**config.mk**
```make
export PLATFORM = sky130hd
export DESIGN_NAME = antenna_motor_current_controller
export DESIGN_NICKNAME = d
export VERILOG_FILES = /design/src/hw/rtl/amcc_pkg.sv /design/src/hw/rtl/amcc_front.sv /design/src/hw/rtl/amcc_queue.sv /design/src/hw/rtl/amcc_back.sv /design/src/hw/rtl/antenna_motor_current_controller.sv
export SDC_FILE = /design/constraint.sdc
export NUM_CORES = 1
export LEC_CHECK = 0
export ABC_AREA = 1
export BUFFER_PORTS_ARGS = -buffer_cell sky130_fd_sc_hd__buf_2
export CAP_MARGIN = 20
export CORE_ASPECT_RATIO = 0.5
export CORE_MARGIN = 2
export CORE_UTILIZATION = 50
export CTS_BUF_LIST = sky130_fd_sc_hd__clkbuf_8 sky130_fd_sc_hd__clkbuf_16
export CTS_CLUSTER_SIZE = 10
export DETAILED_ROUTE_END_ITERATION = 8
export PLACE_DENSITY = 0.75
export SLEW_MARGIN = 20
export SYNTH_ARGS = -nofsm -noshare
export SYNTH_HDL_FRONTEND = slang
export SYNTH_SLANG_ARGS = --single-unit
```
**constraint.sdc**
```tcl
create_clock -name clk -period 3.2 [get_ports clk]
set_input_delay 0.16 -clock clk [delete_from_list [all_inputs] [get_ports clk]]
set_output_delay 0.16 -clock clk [all_outputs]
set_load 0.01 [all_outputs]
```
**src/hw/rtl/amcc_pkg.sv**
```systemverilog
package amcc_pkg;

  localparam int SAMPLE_W   = 10;
  localparam int SW_W       = 3;
  localparam int DUTY_W     = 8;
  localparam int RUN_W      = 11;
  localparam int DEB_W      = 8;
  localparam int NUM_COMBOS = 8;
  localparam int CFG_IDX_W  = 2;
  localparam int CFG_DATA_W = 10;

  // Switch combinations that the transition table knows.
  localparam logic [SW_W-1:0] SW_AUTO_UP     = 3'b110;
  localparam logic [SW_W-1:0] SW_AUTO_DOWN   = 3'b000;
  localparam logic [SW_W-1:0] SW_MANUAL_UP   = 3'b111;
  localparam logic [SW_W-1:0] SW_MANUAL_DOWN = 3'b010;

  typedef enum logic [CFG_IDX_W-1:0] {
    REG_CURRENT_LIMIT,
    REG_STALL_LEVEL,
    REG_STALL_COUNT_LIMIT,
    REG_DEBOUNCE_LIMIT
  } cfg_reg_t;

  typedef enum logic [1:0] {
    ACT_NONE,
    ACT_STOP,
    ACT_DOWN,
    ACT_UP
  } act_t;

  // Live register values, to be written only while the block is idle; the block itself does not enforce this.
  typedef struct packed {
    logic [SAMPLE_W-1:0] current_limit;
    logic [SAMPLE_W-1:0] stall_level;
    logic [SAMPLE_W-1:0] stall_count_limit;
    logic [DEB_W-1:0]    debounce_limit;
  } amcc_cfg_t;

  // One classified sample tick as it sits in the queue.
  typedef struct packed {
    logic            above_stall;
    logic            below_limit;
    logic [SW_W-1:0] switch_bits;
  } amcc_item_t;

endpackage

```
**src/hw/rtl/amcc_front.sv**
```systemverilog
module amcc_front
  import amcc_pkg::*;
(
  input  amcc_cfg_t           cfg,
  input  logic [SAMPLE_W-1:0] current_sample,
  input  logic [SW_W-1:0]     switch_bits,
  output amcc_item_t          item
);

  // The sample is reduced to the two comparisons the back end needs.
  always_comb begin
    item.above_stall = current_sample > cfg.stall_level;
    item.below_limit = current_sample < cfg.current_limit;
    item.switch_bits = switch_bits;
  end

endmodule

```
**src/hw/rtl/amcc_queue.sv**
```systemverilog
module amcc_queue
  import amcc_pkg::*;
#(
  parameter int DEPTH = 2
) (
  input  logic       clk,
  input  logic       rst_n,
  input  logic       push,
  input  amcc_item_t push_item,
  output logic       full,
  input  logic       pop,
  output logic       not_empty,
  output amcc_item_t head
);

  localparam int PTR_W = $clog2(DEPTH);
  localparam int CNT_W = $clog2(DEPTH + 1);

  amcc_item_t        mem_r [DEPTH];
  logic [PTR_W-1:0]  wr_ptr_r, wr_ptr_nxt;
  logic [PTR_W-1:0]  rd_ptr_r, rd_ptr_nxt;
  logic [CNT_W-1:0]  cnt_r, cnt_nxt;

  assign full      = (cnt_r == CNT_W'(DEPTH));
  assign not_empty = (cnt_r != '0);
  assign head      = mem_r[rd_ptr_r];

  always_comb begin
    wr_ptr_nxt = wr_ptr_r;
    rd_ptr_nxt = rd_ptr_r;
    cnt_nxt    = cnt_r;
    if (push) begin
      wr_ptr_nxt = (wr_ptr_r == PTR_W'(DEPTH - 1)) ? '0 : wr_ptr_r + PTR_W'(1);
    end
    if (pop) begin
      rd_ptr_nxt = (rd_ptr_r == PTR_W'(DEPTH - 1)) ? '0 : rd_ptr_r + PTR_W'(1);
    end
    if (push && !pop) begin
      cnt_nxt = cnt_r + CNT_W'(1);
    end else if (pop && !push) begin
      cnt_nxt = cnt_r - CNT_W'(1);
    end
  end

  always_ff @(posedge clk) begin
    if (!rst_n) begin
      wr_ptr_r <= '0;
      rd_ptr_r <= '0;
      cnt_r    <= '0;
    end else begin
      wr_ptr_r <= wr_ptr_nxt;
      rd_ptr_r <= rd_ptr_nxt;
      cnt_r    <= cnt_nxt;
    end
  end

  always_ff @(posedge clk) begin
    if (push) begin
      mem_r[wr_ptr_r] <= push_item;
    end
  end

`ifndef SYNTHESIS
  a_no_push_when_full: assert property (@(posedge clk) disable iff (!rst_n)
    push |-> !full)
    else $error("queue written while full");

  a_no_pop_when_empty: assert property (@(posedge clk) disable iff (!rst_n)
    pop |-> not_empty)
    else $error("queue read while empty");

  a_count_bounded: assert property (@(posedge clk) disable iff (!rst_n)
    cnt_r <= CNT_W'(DEPTH))
    else $error("queue count beyond its depth");
`endif

endmodule

```
**src/hw/rtl/amcc_back.sv**
```systemverilog
module amcc_back
  import amcc_pkg::*;
(
  input  logic              clk,
  input  logic              rst_n,
  input  amcc_cfg_t         cfg,
  input  logic              q_not_empty,
  input  amcc_item_t        q_head,
  output logic              q_pop,
  output logic              out_valid,
  input  logic              out_ready,
  output logic [DUTY_W-1:0] out_pwm_duty,
  output logic              out_motor_enabled,
  output logic              out_direction_up,
  output logic [SW_W-1:0]   out_settled_switches,
  output logic              out_stall_stopped
);

  localparam logic [RUN_W-1:0]  RUN_MAX  = '1;
  localparam logic [DUTY_W-1:0] DUTY_MAX = '1;

  function automatic act_t pick_action(input logic [SW_W-1:0] from_sw,
                                       input logic [SW_W-1:0] to_sw);
    act_t act;
    act = ACT_NONE;
    priority if ((from_sw == SW_MANUAL_DOWN || from_sw == SW_MANUAL_UP) &&
                 (to_sw == SW_AUTO_UP || to_sw == SW_AUTO_DOWN)) begin
      act = ACT_STOP;
    end else if (from_sw == SW_AUTO_UP &&
                 (to_sw == SW_AUTO_DOWN || to_sw == SW_MANUAL_DOWN)) begin
      act = ACT_DOWN;
    end else if ((from_sw == SW_AUTO_DOWN || from_sw == SW_MANUAL_UP) &&
                 to_sw == SW_MANUAL_DOWN) begin
      act = ACT_DOWN;
    end else if (from_sw == SW_AUTO_UP && to_sw == SW_MANUAL_UP) begin
      act = ACT_UP;
    end else if (from_sw == SW_AUTO_DOWN &&
                 (to_sw == SW_AUTO_UP || to_sw == SW_MANUAL_UP)) begin
      act = ACT_UP;
    end else if (from_sw == SW_MANUAL_DOWN && to_sw == SW_MANUAL_UP) begin
      act = ACT_UP;
    end else begin
      act = ACT_NONE;
    end
    return act;
  endfunction

  // Controller state.
  logic [DUTY_W-1:0] duty_r, duty_nxt;
  logic              enable_r, enable_nxt;
  logic              dir_r, dir_nxt;
  logic [RUN_W-1:0]  run_r, run_nxt;
  logic [DEB_W-1:0]  cnt_r [NUM_COMBOS];
  logic [DEB_W-1:0]  cnt_nxt [NUM_COMBOS];
  logic [SW_W-1:0]   settled_now_r, settled_now_nxt;
  logic [SW_W-1:0]   settled_before_r, settled_before_nxt;

  // Result register.
  logic              out_valid_r, out_valid_nxt;
  logic [DUTY_W-1:0] out_duty_r;
  logic              out_en_r;
  logic              out_dir_r;
  logic [SW_W-1:0]   out_settled_r;
  logic              out_stall_r;

  logic [RUN_W-1:0]  run_inc;
  logic              stalled;
  logic              en_reg;
  logic [DUTY_W-1:0] duty_reg;
  logic [DEB_W-1:0]  sel_cnt;
  logic              changed;
  act_t              act;
  logic [SW_W-1:0]   sw;

  assign q_pop = q_not_empty && (!out_valid_r || out_ready);
  assign sw    = q_head.switch_bits;

  always_comb begin
    // Stall guard.
    if (q_head.above_stall) begin
      run_inc = (run_r == RUN_MAX) ? run_r : run_r + RUN_W'(1);
    end else begin
      run_inc = '0;
    end
    stalled = run_inc > RUN_W'(cfg.stall_count_limit);
    run_nxt = stalled ? '0 : run_inc;
    en_reg  = stalled ? 1'b0 : enable_r;

    // Current regulation.
    if (!en_reg) begin
      duty_reg = '0;
    end else if (q_head.below_limit) begin
      duty_reg = (duty_r == DUTY_MAX) ? duty_r : duty_r + DUTY_W'(1);
    end else begin
      duty_reg = (duty_r == '0) ? duty_r : duty_r - DUTY_W'(1);
    end

    // Debounce: only the present combination keeps counting.
    sel_cnt = '0;
    for (int k = 0; k < NUM_COMBOS; k++) begin
      if (SW_W'(k) == sw) begin
        sel_cnt    = cnt_r[k];
        cnt_nxt[k] = (cnt_r[k] < cfg.debounce_limit) ? cnt_r[k] + DEB_W'(1) : cnt_r[k];
      end else begin
        cnt_nxt[k] = '0;
      end
    end
    changed            = (sel_cnt >= cfg.debounce_limit) && (settled_now_r != sw);
    settled_now_nxt    = changed ? sw : settled_now_r;
    settled_before_nxt = changed ? settled_now_r : settled_before_r;

    // Transition table on the (previous, new) settled pair.
    act        = changed ? pick_action(settled_now_r, sw) : ACT_NONE;
    duty_nxt   = duty_reg;
    enable_nxt = en_reg;
    dir_nxt    = dir_r;
    unique case (act)
      ACT_STOP: begin
        enable_nxt = 1'b0;
      end
      ACT_DOWN, ACT_UP: begin
        dir_nxt    = (act == ACT_UP);
        duty_nxt   = DUTY_MAX;
        enable_nxt = 1'b1;
      end
      default: begin
      end
    endcase

    if (q_pop) begin
      out_valid_nxt = 1'b1;
    end else if (out_ready) begin
      out_valid_nxt = 1'b0;
    end else begin
      out_valid_nxt = out_valid_r;
    end
  end

  always_ff @(posedge clk) begin
    if (!rst_n) begin
      duty_r           <= '0;
      enable_r         <= 1'b0;
      dir_r            <= 1'b0;
      run_r            <= '0;
      settled_now_r    <= '0;
      settled_before_r <= '0;
      out_valid_r      <= 1'b0;
      for (int k = 0; k < NUM_COMBOS; k++) begin
        cnt_r[k] <= '0;
      end
    end else begin
      out_valid_r <= out_valid_nxt;
      if (q_pop) begin
        duty_r           <= duty_nxt;
        enable_r         <= enable_nxt;
        dir_r            <= dir_nxt;
        run_r            <= run_nxt;
        settled_now_r    <= settled_now_nxt;
        settled_before_r <= settled_before_nxt;
        for (int k = 0; k < NUM_COMBOS; k++) begin
          cnt_r[k] <= cnt_nxt[k];
        end
      end
    end
  end

  always_ff @(posedge clk) begin
    if (q_pop) begin
      out_duty_r    <= duty_nxt;
      out_en_r      <= enable_nxt;
      out_dir_r     <= dir_nxt;
      out_settled_r <= settled_now_nxt;
      out_stall_r   <= stalled;
    end
  end

  assign out_valid            = out_valid_r;
  assign out_pwm_duty         = out_duty_r;
  assign out_motor_enabled    = out_en_r;
  assign out_direction_up     = out_dir_r;
  assign out_settled_switches = out_settled_r;
  assign out_stall_stopped    = out_stall_r;

`ifndef SYNTHESIS
  a_pop_loads_result: assert property (@(posedge clk) disable iff (!rst_n)
    q_pop |=> out_valid_r)
    else $error("popped item produced no result");

  a_stall_clears_run: assert property (@(posedge clk) disable iff (!rst_n)
    (out_valid_r && out_stall_r) |-> (run_r == '0))
    else $error("stall reported but run counter not cleared");

  a_settle_history: assert property (@(posedge clk) disable iff (!rst_n)
    ($past(q_pop) && settled_now_r != $past(settled_now_r)) |->
      (settled_before_r == $past(settled_now_r)))
    else $error("previous settled combination not kept");
`endif

endmodule

```
**src/hw/rtl/antenna_motor_current_controller.sv**
```systemverilog
// A sample taken in is first written into the queue; once the back end pops it, its
// result is loaded into the output register and then shows on out_valid.
// Throughput: one sample per cycle; the back end retires one queued sample each
// cycle that its output register is free or being drained.
// Reset (rst_n low, synchronous) clears the duty, enable, direction, stall run,
// debounce counters, settled state and queue, and restores register defaults.
module antenna_motor_current_controller
  import amcc_pkg::*;
#(
  parameter int QUEUE_DEPTH = 2
) (
  input  logic                  clk,
  input  logic                  rst_n,
  input  logic                  in_valid,
  output logic                  in_ready,
  input  logic [SAMPLE_W-1:0]   in_current_sample,
  input  logic [SW_W-1:0]       in_switch_bits,
  output logic                  out_valid,
  input  logic                  out_ready,
  output logic [DUTY_W-1:0]     out_pwm_duty,
  output logic                  out_motor_enabled,
  output logic                  out_direction_up,
  output logic [SW_W-1:0]       out_settled_switches,
  output logic                  out_stall_stopped,
  input  logic                  cfg_we,
  input  logic [CFG_IDX_W-1:0]  cfg_index,
  input  logic [CFG_DATA_W-1:0] cfg_wdata
);

  amcc_cfg_t  cfg_r;
  amcc_item_t front_item;
  amcc_item_t q_head;
  logic       q_full;
  logic       q_not_empty;
  logic       q_pop;
  logic       push;

  always_ff @(posedge clk) begin
    if (!rst_n) begin
      cfg_r.current_limit     <= SAMPLE_W'(800);
      cfg_r.stall_level       <= SAMPLE_W'(700);
      cfg_r.stall_count_limit <= SAMPLE_W'(255);
      cfg_r.debounce_limit    <= DEB_W'(255);
    end else if (cfg_we) begin
      unique case (cfg_index)
        REG_CURRENT_LIMIT:     cfg_r.current_limit     <= cfg_wdata;
        REG_STALL_LEVEL:       cfg_r.stall_level       <= cfg_wdata;
        REG_STALL_COUNT_LIMIT: cfg_r.stall_count_limit <= cfg_wdata;
        REG_DEBOUNCE_LIMIT:    cfg_r.debounce_limit    <= cfg_wdata[DEB_W-1:0];
        default: begin
        end
      endcase
    end
  end

  assign in_ready = !q_full;
  assign push     = in_valid && in_ready;

  amcc_front u_front (
    .cfg            (cfg_r),
    .current_sample (in_current_sample),
    .switch_bits    (in_switch_bits),
    .item           (front_item)
  );

  amcc_queue #(
    .DEPTH (QUEUE_DEPTH)
  ) u_queue (
    .clk       (clk),
    .rst_n     (rst_n),
    .push      (push),
    .push_item (front_item),
    .full      (q_full),
    .pop       (q_pop),
    .not_empty (q_not_empty),
    .head      (q_head)
  );

  amcc_back u_back (
    .clk                  (clk),
    .rst_n                (rst_n),
    .cfg                  (cfg_r),
    .q_not_empty          (q_not_empty),
    .q_head               (q_head),
    .q_pop                (q_pop),
    .out_valid            (out_valid),
    .out_ready            (out_ready),
    .out_pwm_duty         (out_pwm_duty),
    .out_motor_enabled    (out_motor_enabled),
    .out_direction_up     (out_direction_up),
    .out_settled_switches (out_settled_switches),
    .out_stall_stopped    (out_stall_stopped)
  );

endmodule
```
; ---- Word-level counts from Yosys, hierarchy flattened
; Memory sizes are Yosys's and may differ from the RTL's. A register that Yosys moved wholly into a read port is not among the register bits.
; Index checks and enable logic that the tools add are counted.
[word_totals]
input_bits = 30
ram_bits = 74
reg_bits = 81
n_memories = 2
word_cells = 176
output_inout_bits = 16
[op_classes]
bitwise_logic = 8
n_eq_ne = 23
reduce_logical = 33
mux = 65
add_sub_neg = 15
magnitude_cmp = 12
[memory_table]
columns = memory, depth, word_bits, read_ports, rd_ports_with_merged_regs, write_ports, line
row1 = u_back.cnt_r, 8, 8, 8, 0, 8, amcc_back.sv:53  ; logic [DEB_W-1:0] cnt_r [NUM_COMBOS];
row2 = u_queue.mem_r, 2, 5, 1, 1, 1, amcc_queue.sv:19  ; amcc_item_t mem_r [DEPTH];
[ops]
columns = operator, n
row1 = 8-bit two-way mux, 37
row2 = "8-bit by 1-bit adder with 8-bit output, second input constant", 9
row3 = 8-bit < comparator, 8
row4 = 11-bit two-way mux, 3
row5 = 2-bit two-way mux, 9
row6 = 1-bit two-way mux, 14
row7 = "3-bit == test, first input constant", 4
row8 = "3-bit == test, second input constant", 4
row9 = "11-bit by 1-bit adder with 11-bit output, second input constant", 1
row10 = "11-bit == test, second input constant", 1
row11 = 11-bit by 10-bit > comparator with 1-bit output, 1
row12 = 1-bit logical AND, 11
row13 = "2-bit == test, second input constant", 5
row14 = 10-bit > comparator, 1
row15 = 10-bit < comparator, 1
row16 = "8-bit == test, second input constant", 1
row17 = 8-bit >= comparator, 1
row18 = 8-bit logical NOT, 1
row19 = 1-bit bitwise OR, 8
row20 = 2-bit AND reduction, 4
row21 = "8-bit by 1-bit subtractor with 8-bit output, second input constant", 1
row22 = "2-bit by 3-bit == test with 1-bit output, first input constant", 2
row23 = "3-bit by 2-bit == test with 1-bit output, second input constant", 2
row24 = 3-bit logical NOT, 2
row25 = 13 further kinds, 25

; ---- Depth between registers and ports, before layout
[logic_depth]
depth_word = 15
mapped_depth = 26
depth_no_buf = 25

; ---- Hierarchy
; From an unflattened synthesis, not the netlist that was laid out.
[hier_totals]
hier_cells = 1346
hier_area_um2 = 10422.5
[modules_own_cells]
columns = module, seq_area_each_um2, area_per_inst_um2, cells_per_inst, n_inst
row1 = amcc_back, 2842.7, 7696.1, 999, 1
row2 = antenna_motor_current_controller, 760.7, 1577.8, 204, 1
row3 = amcc_queue, 400.4, 586.8, 50, 1
row4 = amcc_front, 0.0, 561.8, 93, 1

; ---- Worst setup path after synthesis
; No wires, ideal clock.
[synth_path]
path_kind = register to register
startpoint = register with a tool-made name
endpoint = register u_back.out_dir_r (netlist: u_back.out_direction_up) (data pin)
slack_ps = 393
stages_incl_launch_ff = 22
arrival_ps = 2549
path_buffers = 1
period_less_slack_ps = 2807
required_time_ps = 2942
setup_time_ps = 258
path_cell_list = dfxtp_1 > buf_6 > inv_4 > nand2_1 > nand2_1 > nor2_2 > nand2_2 > or2_0 > nand2_1 > nand4_1 > nand2_1 > inv_1 > ha_1 > nand2_1 > nor2_1 > nand4_1 > nand3_1 > nand2_1 > nor2_4 > inv_2 > nand2_1 > nand2_1
[synth_lines]
columns = item, line
row1 = to (signal assigned), amcc_back.sv:171  ; out_dir_r <= dir_nxt;
row2 = to (decl), amcc_back.sv:62  ; logic out_dir_r;

; ---- Final worst setup path
[layout_path]
startpoint = register u_back.run_r[0]
endpoint = register u_back.run_r[0]
[layout_between]
elab_chain_len = 5
word_cells_on_any_way = 6
classes_between = add/sub: 1 / order compare: 1 / eq/ne: 1 / mux: 3
[layout_rtl]
columns = item, line
row1 = from (decl), amcc_back.sv:52  ; logic [RUN_W-1:0] run_r, run_nxt;
row2 = from (signal assigned), amcc_back.sv:157  ; run_r <= run_nxt;
row3 = 11-bit by 1-bit adder with 11-bit output or 11-bit == test (tied branches), amcc_back.sv:81  ; run_inc = (run_r == RUN_MAX) ? run_r : run_r + RUN_W'(1);
row4 = 11-bit two-way mux *, amcc_back.sv:81
row5 = 11-bit two-way mux *, amcc_back.sv:80  ; if (q_head.above_stall) begin
row6 = 11-bit by 10-bit > comparator with 1-bit output *, amcc_back.sv:85  ; stalled = run_inc > RUN_W'(cfg.stall_count_limit);
row7 = net u_back.stalled, amcc_back.sv:67  ; logic stalled;
row8 = 11-bit two-way mux *, amcc_back.sv:86  ; run_nxt = stalled ? '0 : run_inc;
; Mark *: on every way through the listed nets, which the timed path passes. The rest lies on a longest branch.
; A chain may end at the register's enable or synchronous reset.

==> run metrics <==
Seq cells post-synth about 160; total gr overflow 0; pre-CTS setup slack 0.0197 ns; Synth Cell Area ~0.010 mm^2; WL met1 around 12,000 um; PwrDens 663 mW/mm^2; # DRC 0; I/O pins 46; num rows 36; Net Switching between 2 and 3 mW; IO buf count 45; crit end category flop; vias in the first global route approximately 8,500; EDFF count, synth 88; placed inst area ~0.011 mm^2; Worst-Skew Late Latency ~0.44 ns; Hold WC Path Type input port to flop; TritonCTS buffer count 17; Final Cell Area roughly 0.011 mm^2; Top Metal Used met4; R2R setup slack around 0.19 ns; GPL Wtd Cong 0.993; leak pwr approximately 5.4 nW; element type at the critical path start flop; CP Buf/Inv Count 2; slew of the pin with the lowest slew margin around 0.58 ns; crit share post-route a little over nine tenths; met2 WL post-DR about 12,000 um; CTS clock-pin slew for the worst setup and hold paths approximately 0.07 ns; # fillers between 1,500 and 2,000; VDD IR max 0.287 mV; Final Max Slew Viols 0; core footprint ~0.02 mm^2; All-Layer GR Usage approximately a quarter; Syn Nets around 1,400; final hold slack between 0.02 and 0.025 ns; CTS max path bufs 2; TNS Setup 0 ns; DIE AREA ~0.021 mm^2; crit path cell chain ha_1 -> nand4_1 -> nor2_2 -> nand4_1 -> buf_4 -> a21oi_1 -> ha_1 -> nand2_1 -> nand2_1 -> nand2_1 -> nand2_1 -> a21oi_1 -> nand2_1 -> nand2_1 -> nand2_1 -> nor2_4 -> inv_2 -> o21ai_1; WL met3 roughly 1700 um; part of the power in registers between 40% and 50%; Seq/Total Area, Yosys roughly two fifths; clock skew 0.0122 ns; top_reg_cell synth edfxtp_1; DP HPWL between 15,000 and 20,000 um; final net count ~1,500; status finished, final reports clean; register area ~0.004 mm^2; RSZ-0062 raised after global routing false; critical path class flop to flop; layout cell share with drive strength beyond 1 11.5%; highest clock rate 333 MHz; Worst Path Arrival around 3.4 ns; crit-path leading delay family simple AND/OR/NAND/NOR gates; CTS tree done; Synth cell types 45; H-Tree Level Count 4; Antenna Cells 0; setup ws final approximately 0.19 ns; sw frac 39.5%; CTS sink count 156; final setup violating endpoints 0; area of the multi-input gates ~0.0053 mm^2; Routed Wire Length 25,300 um; drt via density approximately 5.5; slew margin rel. between 60% and 70%; first-pass GRT wire length 41,600 um; cells after synthesis 1,256; Synth async-reset ratio 0%; Syn-to-layout area delta 13.6%; CP most frequent cell nand2_1; Fin. Hold Viols 0; internal power between 4 and 5 mW; Vias approximately 9,000; CTS root buf clkbuf_16; wire per inst 15.7 um; yosys synthesis warning count 0; initial antenna violation count 0; Chip Height between 100 and 150 um; DIE WIDTH 204 um; CP peak stage delay roughly 0.40 ns; required time of the critical path ~3.6 ns; # Max-Cap Violations 0; largest net degree at the start of global routing 34; Max stage delay cell, worst path dfxtp_2; Clock power frac between 20% and 30%; Gate power share between 30 and 40%; fin crit period 3.01 ns; Detailed Route Iter0 Violations ~720; Post-DRT Antenna Nets 0; Avg Cell Area, Syn approximately 8 um^2; initial core utilization approximately 51%; critical-path maximum fanout 11; drt pass-1 iters 6
cells in the mapped netlist (12+ instances only):
library cell	instances	area share, %
nor2_1	110	4.1
dfxtp_1	68	14
nand4_1	35	2.2
o211ai_1	28	2.1
o21ai_0	81	4.1
inv_1	171	6.4
nor3_1	18	0.90
ha_1	106	13
a21oi_1	94	4.7
nand2_1	284	11
clkbuf_1	12	0.45
xor2_1	21	1.8
nand3_1	47	2.4
edfxtp_1	88	26
nor3b_1	12	0.90
metal layers:
| metal | track usage, % | up-vias |
|---|---|---|
| li1 | - | 4399 |
| met1 | 32.5 | 4133 |
| met2 | 40.2 | 320 |
| met3 | 5.08 | 41 |
| met4 | 8.34 | 0 |
| met5 | 0 | - |
power groups by stage:
stage	clock network (mW)	logic [mW]	registers (mW)
detailed placement	0	2.33	3.19
finish	1.95	2.41	3.16
floorplan	0	1.59	3.03
global placement	0	2.23	3.18
global route	2.06	2.72	3.21
CTS	1.97	2.35	3.14
layout by cell type, fill, tap and decap left out, types with 5 or more instances in the layout:
cell,synthesis,layout
nor2_4,4,5
o21bai_1,6,5
clkbuf_16,0,17
inv_1,171,172
nor3_1,18,18
nand4_1,35,35
o211ai_1,28,28
nand3_1,47,45
buf_2,5,45
ha_1,106,106
nor3b_1,12,12
nand2_2,8,9
inv_2,9,9
dfxtp_1,68,66
nand2_1,284,282
o21ai_0,81,81
xor2_1,21,21
nor2_1,110,108
a21oi_1,94,93
buf_4,0,27
edfxtp_1,88,88
nor2_2,4,6
dlygate4sd3_1,0,5
metrics by stage:
stage          power (mW)  util [%]  instances
5_1_grt              8.00      58.2       1613
6_report             7.52      58.2       1613
4_1_cts              7.47      57.8       1611
2_1_floorplan        4.62         -       1256
3_5_place_dp         5.52      54.6       1574
3_3_place_gp         5.40      54.6       1574
registers in the layout (all words and copies together) (netlist names), 2 cells and up, named ones only:
name / cells
u_queue.cnt_r: 2
u_back.out_pwm_duty: 8
u_back.duty_r: 8
u_queue.mem_r: 10
u_back.cnt_r: 64
u_back.settled_now_r: 3
cfg_r: 38
u_back.run_r: 11
u_back.out_settled_switches: 3
final timing paths:
path              depth (start not counted)              end             from
setup / recovery                         18  u_back.run_r[0]  u_back.run_r[0]
hold / removal                            3         cfg_r[5]     cfg_wdata[5]
setup reg to reg                         18  u_back.run_r[0]  u_back.run_r[0]
hold reg to reg                           2        cfg_r[32]        cfg_r[32]
layout make-up:
class | instances | area share (%)
Multi-Input combinational cell | 901 | 46.5
Timing Repair Buffer | 77 | 4.21
Clock inverter | 14 | 1.15
Sequential cell | 156 | 35.3
Tap cell | 266 | 2.93
Clock buffer | 18 | 3.87
Inverter | 181 | 6.01
cell families (layout without fill, tap and decap cells):
group / count (synthesis) / count (layout) / synth area share [%]
AOI/OAI and AO/OA: 232 / 232 / 13.0
xor gates and xnor gates: 25 / 25 / 2.19
adders and majority gates: 106 / 106 / 13.3
buffers and inverters: 200 / 290 / 7.75
DFF: 156 / 156 / 40.1
and+or+nand+nor: 537 / 538 / 23.7
what timing repair did:
| action | 4_1_cts | 5_1_grt |
|---|---|---|
| gates resized for setup | 0 | 14 |
| endpoints found under the setup margin | 0 | 36 |
| setup buffers | 0 | 1 |
| hold buffers | 5 | 0 |
| endpoints found under the hold margin | 9 | 0 |
tightest hold or removal path: cells and delay by family:
family                 cells  cell delay, ns
buffers and inverters      1            0.14
AOI/OAI and AO/OA          2            0.13
Power figures use the tool's default switching activity.
